**config.mk**
```make
export PLATFORM = sky130hd
export DESIGN_NAME = stepper_trapezoid_ramp_pulser_unit_flat
export DESIGN_NICKNAME = d
export VERILOG_FILES = /design/src/rtl/core/srp_pkg.sv /design/src/rtl/core/srp_if.sv /design/src/rtl/core/srp_cfg_regs.sv /design/src/rtl/core/srp_div.sv /design/src/rtl/core/srp_datapath.sv /design/src/rtl/core/srp_ctrl.sv /design/src/rtl/core/stepper_trapezoid_ramp_pulser_unit.sv /design/src/flat_wrapper.sv
export SDC_FILE = /design/constraint.sdc
export NUM_CORES = 1
export LEC_CHECK = 0
export BUFFER_PORTS_ARGS = -buffer_cell sky130_fd_sc_hd__clkbuf_2
export CORE_ASPECT_RATIO = 0.75
export CORE_MARGIN = 4
export CORE_UTILIZATION = 30
export CTS_BUF_LIST = sky130_fd_sc_hd__clkbuf_2
export DETAILED_ROUTE_END_ITERATION = 6
export SLEW_MARGIN = 20
export SYNTH_ARGS = -nofsm -noshare
export SYNTH_HDL_FRONTEND = slang
export SYNTH_SLANG_ARGS = --single-unit
```
**constraint.sdc**
```tcl
create_clock -name clk_i -period 7.4 [get_ports clk_i]
set_input_delay 1.48 -clock clk_i [delete_from_list [all_inputs] [get_ports clk_i]]
set_output_delay 1.48 -clock clk_i [all_outputs]
set_load 0.01 [all_outputs]
```
**src/rtl/core/srp_pkg.sv**
```systemverilog
package srp_pkg;

  // Fixed field widths of the channels
  localparam int unsigned MoveW    = 24;
  localparam int unsigned CfgIdxW  = 3;
  localparam int unsigned CfgDataW = 16;

  // Register reset values
  localparam logic [15:0] StartDelayRst   = 16'd3000;
  localparam logic [15:0] MinDelayRst     = 16'd400;
  localparam logic        DirPolarityRst  = 1'b1;
  localparam logic [7:0]  RampDivisorRst  = 8'd5;
  localparam logic [15:0] MinRampStepsRst = 16'd10;

  typedef enum logic {
    OP_TICK  = 1'b0,
    OP_START = 1'b1
  } opcode_e;

  typedef enum logic [CfgIdxW-1:0] {
    CFG_START_DELAY    = 3'd0,
    CFG_MIN_DELAY      = 3'd1,
    CFG_DIR_POLARITY   = 3'd2,
    CFG_RAMP_DIVISOR   = 3'd3,
    CFG_MIN_RAMP_STEPS = 3'd4
  } cfg_idx_e;

  typedef struct packed {
    logic [15:0] start_delay;
    logic [15:0] min_delay;
    logic        dir_polarity;
    logic [7:0]  ramp_divisor;
    logic [15:0] min_ramp_steps;
  } cfg_t;

  // Controller to datapath
  typedef struct packed {
    logic tick;
    logic setup;
    logic ramp_take;
    logic div_step;
    logic step_take;
    logic zero_step;
    logic load_move;
    logic out_load;
  } dp_cmd_t;

  // Datapath to controller
  typedef struct packed {
    logic moving;
    logic start_null;
    logic div_done;
    logic need_div;
  } dp_status_t;

endpackage

```
**src/rtl/core/srp_if.sv**
```systemverilog
interface srp_in_if;
  logic                               valid;
  logic                               ready;
  logic                               opcode;
  logic signed [srp_pkg::MoveW-1:0]   move_steps;

  modport source (output valid, output opcode, output move_steps, input ready);
  modport sink (input valid, input opcode, input move_steps, output ready);
endinterface

interface srp_out_if;
  logic valid;
  logic ready;
  logic step_level;
  logic dir_level;
  logic busy_res;
  logic move_done;

  modport source (output valid, output step_level, output dir_level, output busy_res,
                  output move_done, input ready);
  modport sink (input valid, input step_level, input dir_level, input busy_res,
                input move_done, output ready);
endinterface

interface srp_cfg_if;
  logic                          valid;
  logic                          ready;
  logic [srp_pkg::CfgIdxW-1:0]   index;
  logic [srp_pkg::CfgDataW-1:0]  data;

  modport source (output valid, output index, output data, input ready);
  modport sink (input valid, input index, input data, output ready);
endinterface

```
**src/rtl/core/srp_cfg_regs.sv**
```systemverilog
module srp_cfg_regs (
  input  logic          clk_i,
  input  logic          rst_ni,
  srp_cfg_if.sink       cfg_i,
  output srp_pkg::cfg_t cfg_o
);
  import srp_pkg::*;

  cfg_t regs_q;

  assign cfg_i.ready = 1'b1;
  assign cfg_o       = regs_q;

  always_ff @(posedge clk_i or negedge rst_ni) begin
    if (!rst_ni) begin
      regs_q.start_delay    <= StartDelayRst;
      regs_q.min_delay      <= MinDelayRst;
      regs_q.dir_polarity   <= DirPolarityRst;
      regs_q.ramp_divisor   <= RampDivisorRst;
      regs_q.min_ramp_steps <= MinRampStepsRst;
    end else if (cfg_i.valid) begin
      unique case (cfg_idx_e'(cfg_i.index))
        CFG_START_DELAY:    regs_q.start_delay    <= cfg_i.data;
        CFG_MIN_DELAY:      regs_q.min_delay      <= cfg_i.data;
        CFG_DIR_POLARITY:   regs_q.dir_polarity   <= cfg_i.data[0];
        CFG_RAMP_DIVISOR:   regs_q.ramp_divisor   <= cfg_i.data[7:0];
        CFG_MIN_RAMP_STEPS: regs_q.min_ramp_steps <= cfg_i.data;
        default: ;
      endcase
    end
  end

endmodule

```
**src/rtl/core/srp_div.sv**
```systemverilog
module srp_div #(
  parameter int unsigned NUM_BITS = 24,
  parameter int unsigned DEN_BITS = 24
) (
  input  logic                clk_i,
  input  logic                rst_ni,
  input  logic                start_i,
  input  logic [NUM_BITS-1:0] num_i,
  input  logic [DEN_BITS-1:0] den_i,
  output logic                done_o,
  output logic [NUM_BITS-1:0] quo_o
);
  import srp_pkg::*;

  localparam int unsigned CntW = (NUM_BITS > 1) ? $clog2(NUM_BITS) : 1;

  logic                busy_q;
  logic                done_q;
  logic [CntW-1:0]     cnt_q;
  logic [DEN_BITS-1:0] rem_q, rem_d;
  logic [DEN_BITS-1:0] den_q;
  logic [NUM_BITS-1:0] quo_q;
  logic [DEN_BITS:0]   trial;
  logic                fits;

  // Restoring division, one quotient bit per cycle
  always_comb begin
    trial = {rem_q, quo_q[NUM_BITS-1]};
    fits  = (trial >= {1'b0, den_q});
    rem_d = fits ? DEN_BITS'(trial - {1'b0, den_q}) : trial[DEN_BITS-1:0];
  end

  always_ff @(posedge clk_i or negedge rst_ni) begin
    if (!rst_ni) begin
      busy_q <= 1'b0;
      done_q <= 1'b0;
      cnt_q  <= '0;
    end else begin
      done_q <= busy_q && (cnt_q == '0);
      if (start_i) begin
        busy_q <= 1'b1;
        cnt_q  <= CntW'(NUM_BITS - 1);
      end else if (busy_q) begin
        if (cnt_q == '0) begin
          busy_q <= 1'b0;
        end else begin
          cnt_q <= cnt_q - CntW'(1);
        end
      end
    end
  end

  always_ff @(posedge clk_i) begin
    if (start_i) begin
      rem_q <= '0;
      den_q <= den_i;
      quo_q <= num_i;
    end else if (busy_q) begin
      rem_q <= rem_d;
      quo_q <= {quo_q[NUM_BITS-2:0], fits};
    end
  end

  assign done_o = done_q;
  assign quo_o  = quo_q;

endmodule

```
**src/rtl/core/srp_datapath.sv**
```systemverilog
module srp_datapath #(
  parameter int unsigned STEP_BITS  = 24,
  parameter int unsigned DELAY_BITS = 16
) (
  input  logic                                clk_i,
  input  logic                                rst_ni,
  input  srp_pkg::cfg_t                       cfg_i,
  input  srp_pkg::dp_cmd_t                    cmd_i,
  output srp_pkg::dp_status_t                 status_o,
  input  logic signed [srp_pkg::MoveW-1:0]    move_steps_i,
  output logic                                step_level_o,
  output logic                                dir_level_o,
  output logic                                busy_res_o,
  output logic                                move_done_o
);
  import srp_pkg::*;

  localparam int unsigned SW   = STEP_BITS;
  localparam int unsigned DW   = DELAY_BITS;
  localparam int unsigned CW   = (DW > 16) ? DW : 16;
  localparam int unsigned NW   = (SW > 16) ? SW : 16;
  localparam int unsigned MagW = (SW > MoveW) ? SW : MoveW;
  localparam logic [MagW-1:0] StepMax  = MagW'((64'd1 << SW) - 64'd1);
  localparam logic [CW-1:0]   DelayMax = CW'((64'd1 << DW) - 64'd1);

  logic [DW-1:0] delay_now_q, delay_now_d;
  logic [DW-1:0] delay_step_q, delay_step_d;
  logic [SW-1:0] ramp_len_q, ramp_len_d;
  logic [SW-1:0] total_q, total_d;
  logic [SW-1:0] index_q, index_d;
  logic [DW-1:0] timer_q, timer_d;
  logic          high_q, high_d;
  logic          moving_q, moving_d;
  logic          dir_q, dir_d;
  logic          tick_done;

  logic step_res_q, dir_res_q, busy_res_q, done_res_q;

  // Move setup
  logic [MoveW-1:0] ms_u, mag_raw;
  logic [MagW-1:0]  mag_w;
  logic [SW-1:0]    total_sat;
  logic             neg;
  logic [7:0]       div_eff;

  // Ramp and delay arithmetic
  logic [NW-1:0] quo, min_ramp_w, ramp_a, half_w, ramp_b;
  logic [CW-1:0] sd_c, min_c, diff_c;
  logic [DW-1:0] sd_dw;
  logic          div_start, div_done;
  logic [NW-1:0] div_num;
  logic [SW-1:0] div_den;

  // Tick arithmetic
  logic [DW-1:0] dec_val, inc_val, adj;
  logic [DW:0]   sum;
  logic          in_accel, in_decel, last_step;

  always_comb begin
    ms_u      = move_steps_i;
    neg       = ms_u[MoveW-1];
    mag_raw   = neg ? (~ms_u + MoveW'(1)) : ms_u;
    mag_w     = MagW'(mag_raw);
    total_sat = (mag_w > StepMax) ? '1 : mag_w[SW-1:0];
    div_eff   = (cfg_i.ramp_divisor == 8'd0) ? 8'd1 : cfg_i.ramp_divisor;

    sd_c   = (CW'(cfg_i.start_delay) > DelayMax) ? DelayMax : CW'(cfg_i.start_delay);
    min_c  = CW'(cfg_i.min_delay);
    diff_c = sd_c - min_c;
    sd_dw  = sd_c[DW-1:0];

    min_ramp_w = NW'(cfg_i.min_ramp_steps);
    ramp_a     = (quo < min_ramp_w) ? min_ramp_w : quo;
    half_w     = NW'(total_q >> 1);
    ramp_b     = (ramp_a > half_w) ? half_w : ramp_a;

    div_start = cmd_i.setup || cmd_i.div_step;
    div_num   = cmd_i.setup ? NW'(total_sat) : NW'(diff_c[15:0]);
    div_den   = cmd_i.setup ? SW'(div_eff) : ramp_len_q;
  end

  srp_div #(
    .NUM_BITS (NW),
    .DEN_BITS (SW)
  ) u_div (
    .clk_i   (clk_i),
    .rst_ni  (rst_ni),
    .start_i (div_start),
    .num_i   (div_num),
    .den_i   (div_den),
    .done_o  (div_done),
    .quo_o   (quo)
  );

  always_comb begin
    dec_val   = (delay_step_q > delay_now_q) ? '0 : delay_now_q - delay_step_q;
    sum       = {1'b0, delay_now_q} + {1'b0, delay_step_q};
    inc_val   = sum[DW] ? '1 : sum[DW-1:0];
    in_accel  = (index_q <= ramp_len_q);
    in_decel  = (index_q > (total_q - ramp_len_q));
    last_step = (index_q >= total_q);
    if (in_accel) begin
      adj = (CW'(delay_now_q) > min_c) ? dec_val : delay_now_q;
    end else if (in_decel) begin
      adj = inc_val;
    end else begin
      adj = delay_now_q;
    end
  end

  always_comb begin
    delay_now_d  = delay_now_q;
    delay_step_d = delay_step_q;
    ramp_len_d   = ramp_len_q;
    total_d      = total_q;
    index_d      = index_q;
    timer_d      = timer_q;
    high_d       = high_q;
    moving_d     = moving_q;
    dir_d        = dir_q;
    tick_done    = 1'b0;

    if (cmd_i.tick && moving_q) begin
      if (timer_q > DW'(1)) begin
        timer_d = timer_q - DW'(1);
      end else if (high_q) begin
        high_d  = 1'b0;
        timer_d = delay_now_q;
      end else begin
        delay_now_d = adj;
        if (last_step) begin
          moving_d  = 1'b0;
          timer_d   = '0;
          tick_done = 1'b1;
        end else begin
          index_d = index_q + SW'(1);
          high_d  = 1'b1;
          timer_d = adj;
        end
      end
    end
    if (cmd_i.setup) begin
      total_d = total_sat;
      dir_d   = neg ? ~cfg_i.dir_polarity : cfg_i.dir_polarity;
    end
    if (cmd_i.ramp_take) begin
      ramp_len_d = ramp_b[SW-1:0];
    end
    if (cmd_i.step_take) begin
      delay_step_d = DW'(quo);
    end
    if (cmd_i.zero_step) begin
      delay_step_d = '0;
    end
    if (cmd_i.load_move) begin
      delay_now_d = sd_dw;
      index_d     = SW'(1);
      high_d      = 1'b1;
      timer_d     = sd_dw;
      moving_d    = 1'b1;
    end
  end

  always_ff @(posedge clk_i or negedge rst_ni) begin
    if (!rst_ni) begin
      delay_now_q  <= '0;
      delay_step_q <= '0;
      ramp_len_q   <= '0;
      total_q      <= '0;
      index_q      <= '0;
      timer_q      <= '0;
      high_q       <= 1'b0;
      moving_q     <= 1'b0;
      dir_q        <= 1'b0;
    end else begin
      delay_now_q  <= delay_now_d;
      delay_step_q <= delay_step_d;
      ramp_len_q   <= ramp_len_d;
      total_q      <= total_d;
      index_q      <= index_d;
      timer_q      <= timer_d;
      high_q       <= high_d;
      moving_q     <= moving_d;
      dir_q        <= dir_d;
    end
  end

  // Result register shows the levels after the item
  always_ff @(posedge clk_i) begin
    if (cmd_i.out_load) begin
      step_res_q <= moving_d && high_d;
      dir_res_q  <= dir_d;
      busy_res_q <= moving_d;
      done_res_q <= tick_done;
    end
  end

  assign step_level_o = step_res_q;
  assign dir_level_o  = dir_res_q;
  assign busy_res_o   = busy_res_q;
  assign move_done_o  = done_res_q;

  assign status_o.moving     = moving_q;
  assign status_o.start_null = (ms_u == '0);
  assign status_o.div_done   = div_done;
  assign status_o.need_div   = (ramp_len_q != '0) && (sd_c > min_c);

endmodule

```
**src/rtl/core/srp_ctrl.sv**
```systemverilog
module srp_ctrl (
  input  logic                clk_i,
  input  logic                rst_ni,
  input  logic                in_valid_i,
  input  logic                in_opcode_i,
  output logic                in_ready_o,
  input  logic                out_ready_i,
  output logic                out_valid_o,
  input  srp_pkg::dp_status_t status_i,
  output srp_pkg::dp_cmd_t    cmd_o
);
  import srp_pkg::*;

  typedef enum logic [2:0] {
    ST_IDLE,
    ST_DIV_RAMP,
    ST_PREP,
    ST_DIV_STEP,
    ST_LOAD
  } state_e;

  state_e  state_q, state_d;
  logic    out_valid_q, out_valid_d;
  logic    out_free;
  logic    accept;
  dp_cmd_t cmd;

  always_comb begin
    out_free   = !out_valid_q || out_ready_i;
    in_ready_o = (state_q == ST_IDLE) && out_free;
    accept     = in_valid_i && in_ready_o;
    state_d    = state_q;
    cmd        = '0;

    unique case (state_q)
      ST_IDLE: begin
        if (accept) begin
          if ((opcode_e'(in_opcode_i) == OP_START) && !status_i.moving &&
              !status_i.start_null) begin
            cmd.setup = 1'b1;
            state_d   = ST_DIV_RAMP;
          end else begin
            cmd.tick     = (opcode_e'(in_opcode_i) == OP_TICK);
            cmd.out_load = 1'b1;
          end
        end
      end
      ST_DIV_RAMP: begin
        if (status_i.div_done) begin
          cmd.ramp_take = 1'b1;
          state_d       = ST_PREP;
        end
      end
      ST_PREP: begin
        if (status_i.need_div) begin
          cmd.div_step = 1'b1;
          state_d      = ST_DIV_STEP;
        end else begin
          cmd.zero_step = 1'b1;
          state_d       = ST_LOAD;
        end
      end
      ST_DIV_STEP: begin
        if (status_i.div_done) begin
          cmd.step_take = 1'b1;
          state_d       = ST_LOAD;
        end
      end
      ST_LOAD: begin
        if (out_free) begin
          cmd.load_move = 1'b1;
          cmd.out_load  = 1'b1;
          state_d       = ST_IDLE;
        end
      end
      default: state_d = ST_IDLE;
    endcase

    if (cmd.out_load) begin
      out_valid_d = 1'b1;
    end else if (out_ready_i) begin
      out_valid_d = 1'b0;
    end else begin
      out_valid_d = out_valid_q;
    end
  end

  always_ff @(posedge clk_i or negedge rst_ni) begin
    if (!rst_ni) begin
      state_q     <= ST_IDLE;
      out_valid_q <= 1'b0;
    end else begin
      state_q     <= state_d;
      out_valid_q <= out_valid_d;
    end
  end

  assign cmd_o       = cmd;
  assign out_valid_o = out_valid_q;

endmodule

```
**src/rtl/core/stepper_trapezoid_ramp_pulser_unit.sv**
```systemverilog
// Step and direction pulse generator for one stepper axis with a trapezoidal ramp.
// in_i carries items: a tick (opcode 0) advances time by one microsecond, a start
// (opcode 1) launches a move of move_steps signed steps. Every accepted item yields
// exactly one transfer on res_o with the step, direction and busy levels after the
// item, and move_done set on the tick that closes the last step's low phase.
// cfg_i writes the five setup registers by index; it is always ready. It must be written
// only while the block is idle; the block itself does not enforce this.
// A tick, an ignored start (zero count or axis busy) and any start that causes no
// motion are taken back to back, one item per cycle unless the receiver stalls;
// the result is registered and appears in the cycle after the transfer in. A start
// that launches a move runs one or two passes of a shared one-bit-per-cycle divider
// (ramp length, then delay step); in_i takes no new item until the move is loaded,
// and the second pass is skipped when no delay step is needed.
// A one-entry result register parts the two sides: a new item is taken while the
// previous result is still held, as long as it leaves in the same cycle; when the
// receiver stalls, the result holds and in_i stops taking items.
// Reset clears the move state and brings the setup registers to their defaults.
module stepper_trapezoid_ramp_pulser_unit #(
  parameter int unsigned STEP_BITS  = 24,
  parameter int unsigned DELAY_BITS = 16
) (
  input  logic       clk_i,
  input  logic       rst_ni,
  srp_in_if.sink     in_i,
  srp_out_if.source  res_o,
  srp_cfg_if.sink    cfg_i
);
  import srp_pkg::*;

  cfg_t       cfg;
  dp_cmd_t    cmd;
  dp_status_t status;

  // Setup registers
  srp_cfg_regs u_cfg (
    .clk_i  (clk_i),
    .rst_ni (rst_ni),
    .cfg_i  (cfg_i),
    .cfg_o  (cfg)
  );

  // Handshake and start sequencing
  srp_ctrl u_ctrl (
    .clk_i       (clk_i),
    .rst_ni      (rst_ni),
    .in_valid_i  (in_i.valid),
    .in_opcode_i (in_i.opcode),
    .in_ready_o  (in_i.ready),
    .out_ready_i (res_o.ready),
    .out_valid_o (res_o.valid),
    .status_i    (status),
    .cmd_o       (cmd)
  );

  // Move state, ramp arithmetic and the result register
  srp_datapath #(
    .STEP_BITS  (STEP_BITS),
    .DELAY_BITS (DELAY_BITS)
  ) u_dp (
    .clk_i        (clk_i),
    .rst_ni       (rst_ni),
    .cfg_i        (cfg),
    .cmd_i        (cmd),
    .status_o     (status),
    .move_steps_i (in_i.move_steps),
    .step_level_o (res_o.step_level),
    .dir_level_o  (res_o.dir_level),
    .busy_res_o   (res_o.busy_res),
    .move_done_o  (res_o.move_done)
  );

endmodule
```
**src/flat_wrapper.sv**
```systemverilog
// flat-port wrapper written by rule: the top's interface ports become plain ports
module stepper_trapezoid_ramp_pulser_unit_flat import srp_pkg::*;
#(
  parameter int unsigned STEP_BITS  = 24,
  parameter int unsigned DELAY_BITS = 16
)
  (clk_i, rst_ni, in_i_valid, in_i_opcode, in_i_move_steps, in_i_ready, res_o_valid, res_o_step_level, res_o_dir_level, res_o_busy_res, res_o_move_done, res_o_ready, cfg_i_valid, cfg_i_index, cfg_i_data, cfg_i_ready);
  srp_in_if in_i_i ();
  srp_out_if res_o_i ();
  srp_cfg_if cfg_i_i ();
  input  logic clk_i;
  input  logic rst_ni;
  input wire logic [$bits(in_i_i.valid)-1:0] in_i_valid;
  input wire logic [$bits(in_i_i.opcode)-1:0] in_i_opcode;
  input wire logic [$bits(in_i_i.move_steps)-1:0] in_i_move_steps;
  output wire logic [$bits(in_i_i.ready)-1:0] in_i_ready;
  output wire logic [$bits(res_o_i.valid)-1:0] res_o_valid;
  output wire logic [$bits(res_o_i.step_level)-1:0] res_o_step_level;
  output wire logic [$bits(res_o_i.dir_level)-1:0] res_o_dir_level;
  output wire logic [$bits(res_o_i.busy_res)-1:0] res_o_busy_res;
  output wire logic [$bits(res_o_i.move_done)-1:0] res_o_move_done;
  input wire logic [$bits(res_o_i.ready)-1:0] res_o_ready;
  input wire logic [$bits(cfg_i_i.valid)-1:0] cfg_i_valid;
  input wire logic [$bits(cfg_i_i.index)-1:0] cfg_i_index;
  input wire logic [$bits(cfg_i_i.data)-1:0] cfg_i_data;
  output wire logic [$bits(cfg_i_i.ready)-1:0] cfg_i_ready;
  assign in_i_i.valid = in_i_valid;
  assign in_i_i.opcode = in_i_opcode;
  assign in_i_i.move_steps = in_i_move_steps;
  assign in_i_ready = in_i_i.ready;
  assign res_o_valid = res_o_i.valid;
  assign res_o_step_level = res_o_i.step_level;
  assign res_o_dir_level = res_o_i.dir_level;
  assign res_o_busy_res = res_o_i.busy_res;
  assign res_o_move_done = res_o_i.move_done;
  assign res_o_i.ready = res_o_ready;
  assign cfg_i_i.valid = cfg_i_valid;
  assign cfg_i_i.index = cfg_i_index;
  assign cfg_i_i.data = cfg_i_data;
  assign cfg_i_ready = cfg_i_i.ready;
  stepper_trapezoid_ramp_pulser_unit #(.STEP_BITS(STEP_BITS), .DELAY_BITS(DELAY_BITS)) u_core (.clk_i(clk_i), .rst_ni(rst_ni), .in_i(in_i_i), .res_o(res_o_i), .cfg_i(cfg_i_i));
endmodule
```
==> out/results.tsv, run 1 <==
stage	metric	value	unit
outcome	status	complete, no violations	
synthesis	yosys_most_used_dff	dfrtp_1	
worst_setup_path	critPathLaunchType	flop	
clocking	clkSinkCount	267	
synthesis	syn_avg_cell_area	8.77	um^2
synthesis	post_synth_and_or_nand_nor_area_fraction	16.0	%
routing	first_pass_iters	6	
sta	fin_setup_tns	0	ns
clocking	cts_resized	0	
synthesis	yosys.area_share.xor_xnor	5.16	%
clocking	cts_tree	yes	
clocking	cts_setup_buffers	0	
routing	wirelength	64.8	mm
worst_setup_path	r2r_start	u_core.u_dp.ramp_len_q[0]$_DFFE_PN0P_	
sta	fin_crit	6.48	ns
grt	grt-ovfl-total	0	
floorplan	io_pins	56	
synthesis	synth_seq_cells	267	
flow_run	cap_violations	0	
sta	final_max_slew_viol_count	0	
cells_and_area	register_area	6840	um^2
grt	antenna_found_initial	1	
routing	drc	0	
worst_setup_path	cp.required	8.26	ns
clocking	cts_buffers	73	
synthesis	synth-async-reset-ratio	71.5	%
synthesis	ys_seq_area_share	33.6	%
cells_and_area	area_delta_synth_final	9.50	%
sta	fmax	154	MHz
synthesis	yosys_warnings	0	
placement	dp_hpwl	49.6	mm
floorplan	die_h	234	um
clocking	cts_hold_buffers	0	
synthesis	synth_fa_ha_area_share	14.4	%
worst_setup_path	path_max_fanout	14	
routing	vias	17849	
synthesis	syn_area	20400	um^2
min_path	worstHoldPathType	input port to async pin	
clocking	cts.reportedPaths.clkPinSlew	0.11	ns
synthesis	synth_cells	2325	
pwr	ir_drop	0.274	mV
worst_setup_path	path_class	flop to flop	
placement	gp_congestion	0.914	
floorplan	die_w	309	um
grt	track_usage	17.9	%
floorplan	die_area	72200	um^2
grt	grt_max_degree	131	
worst_setup_path	r2r_cells	24	
synthesis	syn-num-nets	2606	
worst_setup_path	cp-end-kind	flop	
sta	rsz0062_at_grt	no	
sta	setup_viol	0	
grt	grt_pass1_wl	101	mm
worst_setup_path	r2r_setup_slack	0.92	ns
clocking	clk_latency	1.04	ns
floorplan	num_rows	82	
clocking	clk_path_buf_depth	3	
sta	period_share	87.6	%
synthesis	synthMuxAreaShare	3.65	%
worst_setup_path	crit-reg2reg-capture	u_core.u_dp.timer_q[11]$_DFFE_PN0P_	
routing	wire_per_inst	19.5	um
sta	fin_skew	0.121	ns
sta	hold_violations	0	
cells_and_area	multi_input_area	12500	um^2
pwr	powerDensity	486	nW/um^2
clocking	cts-root-buf	clkbuf_2	
floorplan	core_area	67100	um^2
cells_and_area	n_fill_cell	7094	
cells_and_area	layout-drive-gt1-share	12.8	%
synthesis	synth_edf_count	52	
synthesis	synth-compound-area-share	21.8	%
routing	viasPerCell	5.36	
floorplan	initial_core_util	30.4	%
routing	postRouteAntennaNets	0	
placement	portBuffers	54	
sta	worst_slew_pin_slew	1.17	ns
cells_and_area	layout.nets	2663	
synthesis	synth_top_family_by_area	compound AO/OA/AOI/OAI gates	
cells_and_area	fin_util	33.3	%
pwr	p_leak	0.0101	uW
synthesis	synth_cell_type_count	94	
sta	maxSlewHeadroom	21.3	%
grt	grt_pass1_vias	16628	
clocking	h-tree-depth	3	
worst_setup_path	crit_arrival	7.34	ns
routing	drtIter0Drc	2155	
sequential cells by signal (all words and copies together), names as in the netlist, 3 cells and up:
signal,flops
u_core.u_ctrl.state_q,3
u_core.u_dp.u_div.rem_q,24
u_core.u_dp.ramp_len_q,24
u_core.u_dp.u_div.quo_o,24
u_core.u_dp.delay_step_q,16
u_core.u_dp.u_div.den_q,24
u_core.u_cfg.cfg_o,57
u_core.u_dp.u_div.cnt_q,5
u_core.u_dp.index_q,24
u_core.u_dp.total_q,24
u_core.u_dp.timer_q,16
u_core.u_dp.delay_now_q,16
layer usage:
layer / track usage (%) / part of all wire, % / vias up
li1: - / - / 8567
met1: 29.3 / 53 / 8505
met2: 21.9 / 36 / 704
met3: 5.19 / 10 / 71
met4: 3.61 / 1.3 / 2
met5: 1.06 / 0.16 / -
metrics by stage:
stage               power (uW)  worst slack (ns)  area, um^2  hold WS [ns]  std cells
floorplan                 7670              2.08       20400         0.459       2325
global placement          9510              1.26       21600         0.475       3189
detailed placement        9520              1.15       21600         0.498       3189
CTS                      10700              1.03       22300         0.388       3325
global route             11900             0.486       22300         0.407       3327
finish                   10800             0.920       22300         0.469       3327
synth_stat cells (28+ instances only):
| cell type | n | area share (%) |
|---|---|---|
| nand3_1 | 39 | 0.96 |
| xnor2_1 | 60 | 2.6 |
| mux2_2 | 42 | 2.3 |
| nand2_1 | 188 | 3.5 |
| nand2b_1 | 28 | 0.86 |
| nand4_1 | 38 | 1.2 |
| nor3_1 | 37 | 0.91 |
| o21ai_0 | 165 | 4.1 |
| edfxtp_1 | 52 | 7.7 |
| nor2_1 | 199 | 3.7 |
| xor2_1 | 60 | 2.6 |
| clkbuf_1 | 76 | 1.4 |
| inv_1 | 179 | 3.3 |
| dfrtp_1 | 176 | 22 |
| a21o_1 | 54 | 2.0 |
| ha_1 | 227 | 14 |
| a21oi_1 | 202 | 5.0 |
worst max-delay path by stage:
| stage | from | to | slack [ns] |
|---|---|---|---|
| after floorplan | u_core.u_dp.total_q[0]$_DFFE_PN0P_ | u_core.u_dp.timer_q[10]$_DFFE_PN0P_ | 2.08 |
| after global placement | u_core.u_dp.total_q[0]$_DFFE_PN0P_ | u_core.u_dp.timer_q[11]$_DFFE_PN0P_ | 1.26 |
| after detailed placement | u_core.u_dp.ramp_len_q[0]$_DFFE_PN0P_ | u_core.u_dp.timer_q[3]$_DFFE_PN0P_ | 1.15 |
| after CTS | u_core.u_dp.ramp_len_q[0]$_DFFE_PN0P_ | u_core.u_dp.timer_q[11]$_DFFE_PN0P_ | 1.03 |
| after global routing | u_core.u_dp.ramp_len_q[0]$_DFFE_PN0P_ | u_core.u_dp.timer_q[11]$_DFFE_PN0P_ | 0.49 |
| final | u_core.u_dp.ramp_len_q[0]$_DFFE_PN0P_ | u_core.u_dp.timer_q[11]$_DFFE_PN0P_ | 0.92 |
cell usage in the layout (no fill, tap or decap), types with 27 or more instances in the layout:
cell / count
nand4_1: 38
nand3_1: 39
a21o_1: 54
o21ai_0: 165
nor2_1: 196
nand2b_1: 28
clkbuf_2: 159
nor3_1: 34
buf_4: 27
dfrtp_1: 176
nand2_1: 188
ha_1: 227
xor2_1: 60
a21oi_1: 201
inv_1: 179
edfxtp_1: 52
mux2_2: 42
xnor2_1: 60
mux2i_1: 27
layout make-up:
cell class / instances / share of cell area [%]
tap: 882 / 4.94
timing repair buffer: 82 / 2.25
antenna: 2 / 0.0224
clock buffer: 106 / 2.38
multi-input combinational: 1777 / 55.9
inverter: 181 / 3.04
clock inverter: 30 / 0.779
sequential: 267 / 30.6
cells by family (layout without fill, tap and decap cells):
family          count (synthesis)  count (layout)
other cells                     1               3
flops                         267             267
fa+ha+maj                     232             232
simple gates                  667             667
xor+xnor                      120             120
buf+inv                       281             399
compound gates                688             688
mux                            69              69
worst max-delay path, stage by stage (launching register included):
cell       delay, ns
dfrtp_1         0.46
ha_1            0.18
inv_1           0.06
fa_1            0.40
a21o_1          0.17
a21oi_1         0.29
o211a_1         0.27
nor4_1          0.09
o41a_1          0.39
a221o_1         0.41
nand2b_1        0.09
nand4bb_1       0.10
a21oi_1         0.18
xor2_1          0.09
ha_1            0.30
nand4_1         0.15
nor4_1          0.43
nand4_1         0.18
a21o_1          0.20
a31oi_2         0.31
and3_1          0.63
a21oi_1         0.18
a221oi_1        0.33
a221oi_1        0.13
a221o_1         0.30
where the power goes:
group / total, uW / switching [uW] / internal (uW)
registers: 2630 / 579 / 2050
clock network: 1150 / 719 / 434
logic: 7060 / 4210 / 2850
No activity file was read; power rests on OpenSTA's default activity.
==> run 2: changes to the inputs <==
BUFFER_PORTS_ARGS = -buffer_cell sky130_fd_sc_hd__buf_4   (was -buffer_cell sky130_fd_sc_hd__clkbuf_2)
==> out/results.tsv, run 2 (synthesized netlist as in run 1, its figures left out) <==
stage	metric	value	unit	change
clocking	cts.reportedPaths.clkPinSlew	0.12	ns	about the same
cells_and_area	multi_input_area	12500	um^2	about the same
sta	whs	0.454	ns	-0.0154 ns
clocking	clk_path_buf_depth	3		unchanged
cells_and_area	stdcell_area	22500	um^2	+0.84%
cells_and_area	final_common_cell	ha_1		
clocking	cts_buffers	71		-2.7%
pwr	power_frac_clock	10.9	%	+0.3 points
worst_setup_path	r2r_setup_slack	0.98	ns	+0.06 ns
clocking	cts_resized	0		unchanged
grt	grt_pass1_wl	100	mm	-0.28%
routing	drtIter0Drc	2062		-4.3%
floorplan	die_area	72200	um^2	unchanged
sta	fin_crit	6.42	ns	-0.0589 ns
worst_setup_path	critPathLaunchType	flop		
routing	postRouteAntennaNets	0		unchanged
cells_and_area	largest_register_ffs	57		unchanged
cells_and_area	layout-drive-gt1-share	12.8	%	about the same
placement	place_area	21700	um^2	+0.61%
grt	grt-ovfl-total	0		unchanged
grt	track_usage	17.9	%	about the same
grt	grt_pass1_vias	16503		-0.75%
outcome	status	complete, no violations		
placement	gp_congestion	0.928		+1.5%
pwr	p_sw	5560	uW	+1.0%
pwr	p_leak	0.0101	uW	+0.61%
worst_setup_path	critPathBufInv	1		unchanged
worst_setup_path	slowest_stage	and3_1		
floorplan	initial_core_util	30.4	%	unchanged
grt	antenna_found_initial	2		+1
cells_and_area	register_area	6840	um^2	unchanged
pwr	pwr-share-comb	65.1	%	about the same
pwr	share_seq_of_total_power	23.9	%	-0.4 points
pwr	ir_drop	0.202	mV	-26%
sta	period_share	86.8	%	-0.80 points
floorplan	die_h	234	um	unchanged
clocking	clk_latency	1.02	ns	-0.02 ns
routing	wire_per_inst	19.6	um	+0.59%
worst_setup_path	path_depth	24		unchanged
cells_and_area	area_delta_synth_final	10.4	%	
floorplan	io_pins	56		unchanged
clocking	cts_hold_buffers	0		unchanged
clocking	clkSinkCount	267		unchanged
cells_and_area	layout.nets	2664		+0.038%
sta	rsz0062_at_grt	no		
pwr	p_int	5410	uW	+1.4%
worst_setup_path	crit-reg2reg-capture	u_core.u_dp.timer_q[4]$_DFFE_PN0P_		
routing	drc	0		unchanged
placement	portBuffers	54		unchanged
min_path	worstHoldPathType	input port to async pin		
worst_setup_path	startpoint	u_core.u_dp.ramp_len_q[0]$_DFFE_PN0P_		
routing	wirelength	65.2	mm	+0.59%
worst_setup_path	r2r_cells	24		unchanged
clocking	cts_setup_buffers	0		unchanged
cells_and_area	n_fill_cell	7087		-0.099%
sta	hold_violations	0		unchanged
worst_setup_path	crit_arrival	7.32	ns	-0.02 ns
cells_and_area	final_cell_mix	227 x ha_1, 201 x a21oi_1, 197 x nor2_1, 188 x nand2_1, 179 x inv_1		
sta	maxSlewHeadroom	28.1	%	+6.7 points
worst_setup_path	r2r_start	u_core.u_dp.ramp_len_q[0]$_DFFE_PN0P_		
worst_setup_path	path_max_fanout	14		unchanged
sta	worst_slew_pin_slew	1.07	ns	-0.103 ns
worst_setup_path	crit_family	compound AO/OA/AOI/OAI gates		
pwr	powerDensity	488	nW/um^2	+0.37%
worst_setup_path	path_class	flop to flop		
sta	fmax	156	MHz	+0.92%
worst_setup_path	path_cells	ha_1, inv_1, fa_1, a21o_1, a21oi_1, o211a_1, nor4_1, o41a_1, a221o_1, nand2b_1, nand4bb_1, a21oi_1, xor2_1, ha_1, nand4_1, nor4_1, nand4_1, a21o_1, a31oi_2, and3_1, a21oi_1, a221oi_1, a221oi_1, a221o_1		
clocking	cts-root-buf	clkbuf_2		
worst_setup_path	cp.required	8.30	ns	+0.04 ns
clocking	h-tree-depth	3		unchanged
worst_setup_path	crit_top_cell	a21oi_1		
clocking	cts_tree	yes		
sta	fin_setup_tns	0	ns	unchanged
flow_run	cap_violations	0		unchanged
routing	viasPerCell	5.36		-0.13%
floorplan	die_w	309	um	unchanged
grt	grt_max_degree	76		-42%
floorplan	core_area	67100	um^2	unchanged
routing	vias	17826		-0.13%
sta	final_max_slew_viol_count	0		unchanged
worst_setup_path	cp-end-kind	flop		
worst_setup_path	crit_path_end	u_core.u_dp.timer_q[4]$_DFFE_PN0P_		
floorplan	num_rows	82		unchanged
routing	first_pass_iters	6		unchanged
pwr	netSwitchingFraction	50.7	%	-0.11 points
sta	fin_skew	0.148	ns	+0.0275 ns
worst_setup_path	cpPeakStageDelay	0.64	ns	about the same
sta	setup_viol	0		unchanged
placement	dp_hpwl	50.0	mm	+0.87%
[run 2: changes by cell type in the layout (fill, tap and decap cells not counted), sizes merged, moves of 2 or more]
cell | previous run | this run
buf | 28 | 84
clkbuf | 160 | 106
bufinv | 1 | 3
clkinv | 26 | 21
[run 2: cell type report]
class                      count  area share (%)
multi-input combinational   1777            55.5
sequential                   267            30.4
tap                          882            4.90
inverter                     181            3.02
timing repair buffer          85            2.92
clock buffer                 105            2.33
clock inverter                27           0.901
antenna                        3          0.0334
[run 2: how the worst min path moves through the flow]
stage / to / cells after the start / slack [ns] / startpoint
final: u_core.u_dp.index_q[21]$_DFFE_PN0P_ / 1 / 0.45 / rst_ni
after global routing: u_core.u_dp.index_q[21]$_DFFE_PN0P_ / 1 / 0.40 / rst_ni
after CTS: u_core.u_dp.timer_q[3]$_DFFE_PN0P_ / 1 / 0.40 / rst_ni
after detailed placement: u_core.u_dp.u_div.rem_q[21]$_SDFFE_PN0P_ / 2 / 0.48 / u_core.u_dp.u_div.rem_q[21]$_SDFFE_PN0P_
after global placement: u_core.u_dp.u_div.rem_q[21]$_SDFFE_PN0P_ / 2 / 0.48 / u_core.u_dp.u_div.rem_q[21]$_SDFFE_PN0P_
after floorplan: u_core.u_dp.u_div.rem_q[21]$_SDFFE_PN0P_ / 2 / 0.46 / u_core.u_dp.u_div.rem_q[21]$_SDFFE_PN0P_
[run 2: power by group through the flow]
stage                     Combinational, uW  Clock, uW  Sequential, uW
after floorplan                        5260          0            2400
after CTS                              7000       1230            2610
after global routing                   7950       1310            2680
after global placement                 6910          0            2630
final                                  7150       1200            2630
after detailed placement               6940          0            2630
[run 2: worst reg2reg max path, cell delays in order (launching register included)]
cell       delay (ns)
dfrtp_1          0.47
ha_1             0.18
inv_1            0.06
fa_1             0.41
a21o_1           0.17
a21oi_1          0.30
o211a_1          0.27
nor4_1           0.08
o41a_1           0.39
a221o_1          0.40
nand2b_1         0.09
nand4bb_1        0.10
a21oi_1          0.18
xor2_1           0.09
ha_1             0.30
nand4_1          0.13
nor4_1           0.42
nand4_1          0.19
a21o_1           0.20
a31oi_2          0.32
and3_1           0.64
a21oi_1          0.20
a221oi_1         0.32
a221oi_1         0.14
a221o_1          0.31
[run 2: per-layer routing]
metal  wire length [um]  vias up  global-route usage, %
met1              33600     8450                   28.4
met5                  0        -                      0
met2              23000      723                   21.8
met3               7320       89                   6.47
met4               1310        0                   4.56
li1                   -     8564                      -
[run 2: metrics by stage]
| step | instances | power (uW) | util (%) | setup WS (ns) |
|---|---|---|---|---|
| 2_1_floorplan | 2325 | 7670 | - | 2.08 |
| 3_3_place_gp | 3191 | 9530 | 32.4 | 1.25 |
| 3_5_place_dp | 3191 | 9570 | 32.4 | 1.08 |
| 4_1_cts | 3323 | 10800 | 33.5 | 1.12 |
| 5_1_grt | 3326 | 11900 | 33.5 | 0.605 |
| 6_report | 3327 | 11000 | 33.5 | 0.979 |
